`src/rtl/dcp_pkg.sv`:
```
// Shared constants and types for the depth-to-colour palette block.
`timescale 1ns / 1ps
package dcp_pkg;

  // register indexes (word address)
  localparam logic [2:0] REG_ROI_MODE      = 3'd0;
  localparam logic [2:0] REG_CUSTOM_START  = 3'd1;
  localparam logic [2:0] REG_CUSTOM_END    = 3'd2;
  localparam logic [2:0] REG_REVERSE_ORDER = 3'd3;
  localparam logic [2:0] REG_GRAY_MODE     = 3'd4;

  // window modes
  localparam logic [2:0] ROI_NORMAL = 3'd0;
  localparam logic [2:0] ROI_NEAR   = 3'd1;
  localparam logic [2:0] ROI_MIDDLE = 3'd2;
  localparam logic [2:0] ROI_FAR    = 3'd3;
  localparam logic [2:0] ROI_CUSTOM = 3'd4;

  localparam int unsigned Q_BITS = 16;

  localparam logic [16:0] Q_ONE      = 17'd65536;
  localparam logic [16:0] V_LOW      = 17'd6554;
  localparam logic [15:0] V_SPAN     = 16'd52428;
  localparam logic [19:0] SEXT       = 20'd131072;
  localparam logic [19:0] HUE_DARK   = 20'd655;
  localparam logic [14:0] CUSTOM_END_RST = 15'd16384;
  localparam logic [7:0]  ALPHA_ON   = 8'hFF;
  localparam logic [7:0]  CHAN_FULL  = 8'hFF;

  // hue sextant: first letter is the channel held at full, second the ramped one
  typedef enum logic [2:0] {
    SEG_BLACK,
    SEG_RG,
    SEG_GR,
    SEG_GB,
    SEG_BG,
    SEG_BR
  } hue_seg_e;

endpackage

```
`src/rtl/depth_to_color_palette_top.sv`:
```
// Depth-to-colour palette: pipelined window, ramp divider and hue/gray mapping.
//
//  channel  | handshake           | payload
//  ---------+---------------------+------------------------------------------
//  input    | in_valid_i/ready_o  | depth_index_i[13:0]
//  output   | out_valid_o/ready_i | red_o, green_o, blue_o, alpha_o [7:0]
//  config   | APB psel/penable    | paddr[4:0], pwdata/prdata[31:0]
//
// One beat per clock while the output accepts it; stages are window, multiply,
// 16 restoring-divide stages, value, hue, output register.
// The divide stages (one quotient bit each) set the depth of the pipe.
// Reset clears the valid bits and loads register defaults; no clearing pass.
// A stall at the output holds every stage; nothing is lost or repeated.
`timescale 1ns / 1ps
module depth_to_color_palette_top #(
  parameter int unsigned PALETTE_ENTRIES = 16384
) (
  input  logic        clk_i,
  input  logic        rst_ni,
  input  logic        in_valid_i,
  output logic        in_ready_o,
  input  logic [13:0] depth_index_i,
  output logic        out_valid_o,
  input  logic        out_ready_i,
  output logic [7:0]  red_o,
  output logic [7:0]  green_o,
  output logic [7:0]  blue_o,
  output logic [7:0]  alpha_o,
  input  logic        psel,
  input  logic        penable,
  input  logic        pwrite,
  input  logic [4:0]  paddr,
  input  logic [31:0] pwdata,
  output logic [31:0] prdata,
  output logic        pready
);

  localparam int unsigned NW = $clog2(PALETTE_ENTRIES + 1);
  localparam int unsigned AW = (NW > 15) ? NW : 15;
  localparam int unsigned QW = dcp_pkg::Q_BITS;
  localparam int unsigned MW = NW + QW;

  localparam logic [NW-1:0] N_VAL     = NW'(PALETTE_ENTRIES);
  localparam logic [NW-1:0] NEAR_LO   = NW'(PALETTE_ENTRIES * 5 / 10);
  localparam logic [NW-1:0] NEAR_HI   = NW'(PALETTE_ENTRIES * 8 / 10);
  localparam logic [NW-1:0] MID_LO    = NW'(PALETTE_ENTRIES * 3 / 10);
  localparam logic [NW-1:0] MID_HI    = NW'(PALETTE_ENTRIES * 7 / 10);
  localparam logic [NW-1:0] FAR_LO    = NW'(PALETTE_ENTRIES * 2 / 10);
  localparam logic [NW-1:0] FAR_HI    = NW'(PALETTE_ENTRIES * 6 / 10);

  // configuration registers
  logic [2:0]  roi_mode_q;
  logic [14:0] custom_start_q;
  logic [14:0] custom_end_q;
  logic        reverse_order_q;
  logic        gray_mode_q;
  logic        cfg_wr;
  logic [2:0]  cfg_idx;

  assign pready  = 1'b1;
  assign cfg_idx = paddr[4:2];
  assign cfg_wr  = psel && penable && pwrite && pready;

  always_ff @(posedge clk_i or negedge rst_ni) begin
    if (!rst_ni) begin
      roi_mode_q      <= dcp_pkg::ROI_NORMAL;
      custom_start_q  <= '0;
      custom_end_q    <= dcp_pkg::CUSTOM_END_RST;
      reverse_order_q <= 1'b0;
      gray_mode_q     <= 1'b0;
    end else if (cfg_wr) begin
      unique case (cfg_idx)
        dcp_pkg::REG_ROI_MODE:      roi_mode_q      <= pwdata[2:0];
        dcp_pkg::REG_CUSTOM_START:  custom_start_q  <= pwdata[14:0];
        dcp_pkg::REG_CUSTOM_END:    custom_end_q    <= pwdata[14:0];
        dcp_pkg::REG_REVERSE_ORDER: reverse_order_q <= pwdata[0];
        dcp_pkg::REG_GRAY_MODE:     gray_mode_q     <= pwdata[0];
        default: ;
      endcase
    end
  end

  always_comb begin
    unique case (cfg_idx)
      dcp_pkg::REG_ROI_MODE:      prdata = {29'd0, roi_mode_q};
      dcp_pkg::REG_CUSTOM_START:  prdata = {17'd0, custom_start_q};
      dcp_pkg::REG_CUSTOM_END:    prdata = {17'd0, custom_end_q};
      dcp_pkg::REG_REVERSE_ORDER: prdata = {31'd0, reverse_order_q};
      dcp_pkg::REG_GRAY_MODE:     prdata = {31'd0, gray_mode_q};
      default:                    prdata = '0;
    endcase
  end

  // global advance: the whole pipe moves unless the output beat is held
  logic en;
  logic out_valid_q;
  assign en          = !out_valid_q || out_ready_i;
  assign in_ready_o  = en;
  assign out_valid_o = out_valid_q;

  // ---- window stage ----
  logic [NW-1:0] win_lo, win_hi, cs_cl, ce_cl;
  logic [AW-1:0] cs_ext, ce_ext, n_ext, idx_ext, d_ext;
  logic          win_full, in_win;

  assign n_ext   = AW'(PALETTE_ENTRIES);
  assign cs_ext  = AW'(custom_start_q);
  assign ce_ext  = AW'(custom_end_q);
  assign idx_ext = AW'(depth_index_i);

  always_comb begin
    cs_cl = (cs_ext < n_ext) ? cs_ext[NW-1:0] : N_VAL;
    ce_cl = (ce_ext < n_ext) ? ce_ext[NW-1:0] : N_VAL;
    unique case (roi_mode_q)
      dcp_pkg::ROI_NEAR: begin
        win_lo = NEAR_LO; win_hi = NEAR_HI; win_full = 1'b0;
      end
      dcp_pkg::ROI_MIDDLE: begin
        win_lo = MID_LO;  win_hi = MID_HI;  win_full = 1'b0;
      end
      dcp_pkg::ROI_FAR: begin
        win_lo = FAR_LO;  win_hi = FAR_HI;  win_full = 1'b0;
      end
      dcp_pkg::ROI_CUSTOM: begin
        win_lo   = (cs_cl > ce_cl) ? ce_cl : cs_cl;
        win_hi   = ce_cl;
        win_full = 1'b1;
      end
      default: begin
        win_lo = '0; win_hi = N_VAL; win_full = 1'b1;
      end
    endcase
  end

  assign in_win = (idx_ext >= AW'(win_lo)) && (idx_ext < AW'(win_hi));
  assign d_ext  = idx_ext - AW'(win_lo);

  logic          a_valid_q, a_win_q, a_full_q;
  logic [NW-1:0] a_d_q, a_den_q;

  always_ff @(posedge clk_i or negedge rst_ni) begin
    if (!rst_ni) begin
      a_valid_q <= 1'b0;
    end else if (en) begin
      a_valid_q <= in_valid_i;
    end
  end

  always_ff @(posedge clk_i) begin
    if (en) begin
      a_win_q  <= in_win;
      a_full_q <= win_full;
      a_d_q    <= d_ext[NW-1:0];
      a_den_q  <= win_hi - win_lo;
    end
  end

  // ---- multiply stage (entry 0) and divide stages (entries 1..QW) ----
  logic          dv_valid_q [QW+1];
  logic          dv_win_q   [QW+1];
  logic          dv_full_q  [QW+1];
  logic [NW-1:0] dv_den_q   [QW+1];
  logic [NW-1:0] dv_rem_q   [QW+1];
  logic [QW-1:0] dv_lo_q    [QW+1];
  logic [QW-1:0] dv_quo_q   [QW+1];

  logic [MW-1:0] num;
  logic [NW:0]   trial [QW];
  logic [NW:0]   tsub  [QW];
  logic          ge    [QW];

  assign num = a_full_q ? {a_d_q, {QW{1'b0}}}
                        : MW'(a_d_q) * MW'(dcp_pkg::V_SPAN);

  always_comb begin
    for (int k = 0; k < QW; k++) begin
      trial[k] = {dv_rem_q[k], dv_lo_q[k][QW-1]};
      tsub[k]  = trial[k] - {1'b0, dv_den_q[k]};
      ge[k]    = trial[k] >= {1'b0, dv_den_q[k]};
    end
  end

  always_ff @(posedge clk_i or negedge rst_ni) begin
    if (!rst_ni) begin
      for (int k = 0; k <= QW; k++) dv_valid_q[k] <= 1'b0;
    end else if (en) begin
      dv_valid_q[0] <= a_valid_q;
      for (int k = 1; k <= QW; k++) dv_valid_q[k] <= dv_valid_q[k-1];
    end
  end

  always_ff @(posedge clk_i) begin
    if (en) begin
      dv_win_q[0]  <= a_win_q;
      dv_full_q[0] <= a_full_q;
      dv_den_q[0]  <= a_den_q;
      dv_rem_q[0]  <= num[MW-1:QW];
      dv_lo_q[0]   <= num[QW-1:0];
      dv_quo_q[0]  <= '0;
      for (int k = 1; k <= QW; k++) begin
        dv_win_q[k]  <= dv_win_q[k-1];
        dv_full_q[k] <= dv_full_q[k-1];
        dv_den_q[k]  <= dv_den_q[k-1];
        dv_rem_q[k]  <= ge[k-1] ? tsub[k-1][NW-1:0] : trial[k-1][NW-1:0];
        dv_lo_q[k]   <= {dv_lo_q[k-1][QW-2:0], 1'b0};
        dv_quo_q[k]  <= {dv_quo_q[k-1][QW-2:0], ge[k-1]};
      end
    end
  end

  // ---- value stage ----
  logic [16:0] v_ramp, v_d;
  logic        v_valid_q, v_win_q;
  logic [16:0] v_q;

  assign v_ramp = (dv_full_q[QW] ? 17'd0 : dcp_pkg::V_LOW) + {1'b0, dv_quo_q[QW]};
  assign v_d    = reverse_order_q ? (dcp_pkg::Q_ONE - v_ramp) : v_ramp;

  always_ff @(posedge clk_i or negedge rst_ni) begin
    if (!rst_ni) begin
      v_valid_q <= 1'b0;
    end else if (en) begin
      v_valid_q <= dv_valid_q[QW];
    end
  end

  always_ff @(posedge clk_i) begin
    if (en) begin
      v_win_q <= dv_win_q[QW];
      v_q     <= v_d;
    end
  end

  // ---- hue sextant stage ----
  logic [19:0]       hq;
  logic [23:0]       gprod;
  dcp_pkg::hue_seg_e seg_d;
  logic [19:0]       cnum_w;
  logic              h_valid_q, h_win_q;
  dcp_pkg::hue_seg_e h_seg_q;
  logic [17:0]       h_cnum_q;
  logic [7:0]        h_gray_q;

  assign hq    = {v_q, 3'b000} + {3'b000, v_q};
  assign gprod = {v_q[15:0], 8'd0} + {v_q[16], 23'd0} + {v_q[16], 23'd0}
                 - {7'd0, v_q};

  always_comb begin
    priority if (hq <= dcp_pkg::HUE_DARK) begin
      seg_d = dcp_pkg::SEG_BLACK; cnum_w = '0;
    end else if (hq <= dcp_pkg::SEXT) begin
      seg_d = dcp_pkg::SEG_RG; cnum_w = hq;
    end else if (hq <= 20'(2 * dcp_pkg::SEXT)) begin
      seg_d = dcp_pkg::SEG_GR; cnum_w = 20'(2 * dcp_pkg::SEXT) - hq;
    end else if (hq <= 20'(3 * dcp_pkg::SEXT)) begin
      seg_d = dcp_pkg::SEG_GB; cnum_w = hq - 20'(2 * dcp_pkg::SEXT);
    end else if (hq <= 20'(4 * dcp_pkg::SEXT)) begin
      seg_d = dcp_pkg::SEG_BG; cnum_w = 20'(4 * dcp_pkg::SEXT) - hq;
    end else if (hq <= 20'(9 * dcp_pkg::SEXT / 2)) begin
      seg_d = dcp_pkg::SEG_BR; cnum_w = hq - 20'(4 * dcp_pkg::SEXT);
    end else begin
      seg_d = dcp_pkg::SEG_BLACK; cnum_w = '0;
    end
  end

  always_ff @(posedge clk_i or negedge rst_ni) begin
    if (!rst_ni) begin
      h_valid_q <= 1'b0;
    end else if (en) begin
      h_valid_q <= v_valid_q;
    end
  end

  always_ff @(posedge clk_i) begin
    if (en) begin
      h_win_q  <= v_win_q;
      h_seg_q  <= seg_d;
      h_cnum_q <= cnum_w[17:0];
      h_gray_q <= gprod[23:16];
    end
  end

  // ---- channel scale and output register ----
  logic [25:0] cprod;
  logic [7:0]  chan;
  logic [7:0]  red_d, green_d, blue_d, alpha_d;
  logic [7:0]  red_q, green_q, blue_q, alpha_q;

  assign cprod = {h_cnum_q, 8'd0} - {8'd0, h_cnum_q};
  assign chan  = cprod[24:17];

  always_comb begin
    red_d = '0; green_d = '0; blue_d = '0; alpha_d = '0;
    if (h_win_q) begin
      alpha_d = dcp_pkg::ALPHA_ON;
      if (gray_mode_q) begin
        red_d = h_gray_q; green_d = h_gray_q; blue_d = h_gray_q;
      end else begin
        unique case (h_seg_q)
          dcp_pkg::SEG_RG: begin red_d   = dcp_pkg::CHAN_FULL; green_d = chan; end
          dcp_pkg::SEG_GR: begin green_d = dcp_pkg::CHAN_FULL; red_d   = chan; end
          dcp_pkg::SEG_GB: begin green_d = dcp_pkg::CHAN_FULL; blue_d  = chan; end
          dcp_pkg::SEG_BG: begin blue_d  = dcp_pkg::CHAN_FULL; green_d = chan; end
          dcp_pkg::SEG_BR: begin blue_d  = dcp_pkg::CHAN_FULL; red_d   = chan; end
          default: ;
        endcase
      end
    end
  end

  always_ff @(posedge clk_i or negedge rst_ni) begin
    if (!rst_ni) begin
      out_valid_q <= 1'b0;
    end else if (en) begin
      out_valid_q <= h_valid_q;
    end
  end

  always_ff @(posedge clk_i) begin
    if (en) begin
      red_q   <= red_d;
      green_q <= green_d;
      blue_q  <= blue_d;
      alpha_q <= alpha_d;
    end
  end

  assign red_o   = red_q;
  assign green_o = green_q;
  assign blue_o  = blue_q;
  assign alpha_o = alpha_q;

endmodule

```
`config.mk`:
```
export PLATFORM = sky130hd
export DESIGN_NAME = depth_to_color_palette_top
export DESIGN_NICKNAME = d
export VERILOG_FILES = /design/src/rtl/dcp_pkg.sv /design/src/rtl/depth_to_color_palette_top.sv
export SDC_FILE = /design/constraint.sdc
export NUM_CORES = 2
export LEC_CHECK = 0
export BUFFER_PORTS_ARGS = -buffer_cell sky130_fd_sc_hd__buf_2
export CORE_MARGIN = 3
export CORE_UTILIZATION = 57
export CTS_CLUSTER_SIZE = 10
export DETAILED_ROUTE_END_ITERATION = 10
export PLACE_DENSITY = 0.77
export SLEW_MARGIN = 5
export SYNTH_ARGS = -nofsm -noshare
export SYNTH_HDL_FRONTEND = slang
export SYNTH_SLANG_ARGS = --single-unit
```
`constraint.sdc`:
```
create_clock -name clk_i -period 17.1 [get_ports clk_i]
set_clock_uncertainty 0.05 [all_clocks]
set_input_delay 0 -clock clk_i [delete_from_list [all_inputs] [get_ports clk_i]]
set_output_delay 0 -clock clk_i [all_outputs]
set_load 0.005 [all_outputs]
```
==> flow_summary.toml <==
[outcome]
status = "finished, final reports clean"

[setup_path]
rrSetupSlack_ns = 10.82
cp-end-kind = "flop"
worstSetupPathType = "flop to flop"
r2r-start = "ce_ext[14]$_DFFE_PN1P_"
arrival_ns = 6.74
crit_chain = "clkinv_1 -> nand2_1 -> ha_1 -> a21o_1 -> a21o_1 -> a21oi_1 -> o2111a_1 -> nor3_2 -> buf_4 -> a21o_1 -> a21oi_1 -> ha_1 -> nor2b_1 -> o21ai_0 -> a21boi_0 -> o21ai_0 -> a21boi_0 -> o21ai_0 -> a21oi_1 -> o41ai_1 -> or4b_2 -> o211ai_1"
critPathMaxStageDelay_ns = 0.63
ff2ff_path_depth = 22
startpoint = "ce_ext[14]$_DFFE_PN1P_"
path_max_fanout = 27
cpMaxStageDelayCell = "or4b_2"
crit_required_ns = 17.56
worstReg2RegEnd = "a_den_q[13]$_DFFE_PP_"
crit_path_start_kind = "flop"

[sta]
period_needed_ns = 6.276
finalCritPeriodShare_pct = 36.70
hold_viol = 0
setup_violations = 0
tns_ns = 0
timing.fmax_mhz = 159.3
rsz0062_at_grt = "no"
maxSlewViolCount = 0
max_slew.worst_pin.slew_ns = 1.168
slew-limit-headroom_pct = 22.14

[placed_design]
dpl_cell_area_um2 = 53470
routabilityCongestion = 0.9098
io_buffer_count = 87
dp_hpwl_um = 73630

[cells_and_area]
final_common_cell = "edfxtp_1"
final_cell_mix = "edfxtp_1, inv_1, ha_1, a21oi_1, nor2_1"
diodes = 0
area_delta_synth_final_pct = 9.806
nets = 5252
final_area_um2 = 56900
layout-drive-gt1-share_pct = 8.516

[synthesis]
muxShareOfSynthArea_pct = 2.420
async_flop_share_pct = 6.114
syn_area_per_cell_um2 = 11.56
synth_simple_gate_area_share_pct = 10.41
synth_compound_area_share_pct = 11.50
ys_types = 97
synth_fa_ha_area_share_pct = 14.11
synth_top_family_by_area = "adder cells"
syn_area_um2 = 51810
synthXorXnorAreaFrac_pct = 4.057
synth-main-ff-cell = "edfxtp_1"
synth_seq_area_share_pct = 52.55
ys_warn_count = 0
syn_inst = 4481
ys_seq_elements = 916
synth_edf_count = 860

[route]
first_pass_iters = 5
drt_wl_total_um = 100400
drc = 0
num_vias = 33630
wl_per_cell_um = 17.13
ant_nets = 0
drtIter0Drc = 1976
via_per_inst = 5.737

[clock_tree]
cts-buffers-inserted = 104
clock_latency_ns = 0.67
post-cts-setup-buffer-count = 0
cts_buffer_depth = 3
cts.clk_slew.worst_paths_ns = 0.06
htreeDepth = 3
cts_tree = "yes"
root_buffer = "clkbuf_16"
clock-sinks = 916

[grt]
grt_pass1_vias = 34100
grt_max_degree = 197
track_usage_pct = 21.00
gr-total-overflow = 0
antenna_found_initial = 1
grt_pass1_wl_um = 162400

[floorplanning]
die_h_um = 307.5
start_util_pct = 58.09
coreArea_um2 = 89190
rows = 109
io_pins = 125
die_width_um = 307.5
dieArea_um2 = 94560

[min_path]
holdPathEnd = "ce_ext[8]$_DFFE_PN0P_"
whs_path_depth = 3
worstHoldStart = "pwdata[8]"
hold_class = "primary input to flop"

[flow_run]
maxCapViolations = 0
-- worst max-delay path, delay by kind of cell, from the launching register on --
family / cells / cell delay, ns
compound gates: 14 / 3.15
fa+ha+maj: 2 / 0.62
buf+inv: 2 / 0.67
flops: 1 / 0.61
simple gates: 4 / 1.00
-- registers in the layout, indices dropped and copies added (netlist names), 3 cells and up --
name	count
dv_quo_q	136
h_cnum_q	18
dv_valid_q	17
dv_win_q	17
dv_full_q	17
ce_ext	15
a_d_q	15
h_seg_q	3
green_o	8
dv_den_q	240
h_gray_q	8
a_den_q	15
blue_o	8
roi_mode_q	3
v_q	17
cs_ext	15
dv_lo_q	105
dv_rem_q	240
red_o	8
-- layer usage --
layer / track usage (%) / vias up / share of wire (%)
met5: 0 / - / 0.015
met4: 8.863 / 2 / 4.0
met3: 2.937 / 268 / 3.4
met2: 41.72 / 721 / 56
met1: 21.83 / 16150 / 37
li1: - / 16490 / -
-- what timing repair did --
action	in CTS	in global routing
setup endpoints to repair	0	0
gates resized for setup	0	0
hold buffers	47	0
endpoints found under the hold margin	127	0
-- how the worst max path moves through the flow --
stage,end,slack [ns]
finish,a_den_q[13]$_DFFE_PP_,10.82
global route,a_den_q[13]$_DFFE_PP_,10.32
CTS,a_den_q[13]$_DFFE_PP_,10.87
detailed placement,dv_rem_q[0][14]$_DFFE_PP_,10.86
global placement,dv_rem_q[0][14]$_DFFE_PP_,10.93
floorplan,a_d_q[0]$_DFFE_PP_,2.54
-- stage by stage --
stage | utilization (%) | cells | setup slack [ns] | hold WS (ns)
2_1_floorplan | - | 4497 | 2.543 | -0.3456
3_3_place_gp | 59.95 | 5669 | 10.93 | 0.1128
3_5_place_dp | 59.95 | 5669 | 10.86 | 0.1282
4_1_cts | 63.79 | 5862 | 10.87 | 0.009567
5_1_grt | 63.79 | 5862 | 10.32 | 0.04605
6_report | 63.79 | 5862 | 10.82 | 0.05043
-- area by class of cell --
class	count	area, um2
clock inverters	15	240.2
well taps	1165	1458
inverters	551	2072
flip-flops and latches	916	27230
multi-input cells	2932	22120
repair buffers	152	1066
clock buffers	131	2714
fillers	6612	32300
-- cell families (layout without fill, tap and decap cells) --
family / count (synthesis) / after routing
AO/OA/AOI/OAI: 943 / 943
AND/OR/NAND/NOR: 1081 / 1081
adder cells (fa/ha/maj): 537 / 537
other: 2 / 18
flip-flops: 916 / 916
multiplexers: 113 / 113
buffers and inverters: 649 / 849
XOR/XNOR: 240 / 240
-- Yosys cell counts (21+ instances only) --
cell type  instances  area [um2]
a211oi_1          21       157.7
a21o_1            64       480.5
a21oi_1          377        1887
a22oi_1           24       180.2
a31oi_1           56       350.3
and2_1            22       137.6
and3_1            38       237.7
buf_4             25       187.7
clkbuf_1          64       240.2
dfrtp_1           55        1376
edfxtp_1         860       25820
fa_1              79        1582
ha_1             458        5731
inv_1            550        2064
mux2_2            88       991.0
mux2i_1           24       240.2
nand2_1          158       593.1
nand2b_1          78       488.0
nand3_1           91       455.4
nand4_1           47       294.0
nor2_1           359        1348
nor2b_1           70       437.9
nor3_1            64       320.3
o21a_1            37       277.8
o21ai_0          142       710.7
o31ai_1           21       157.7
or2_2             37       231.5
or3_1             43       269.0
xnor2_1          110       963.4
xor2_1           130        1139
Power is left out: the tool's default activity adds up to more than one toggle a clock period on the data nets, which glitch-free logic cannot reach.
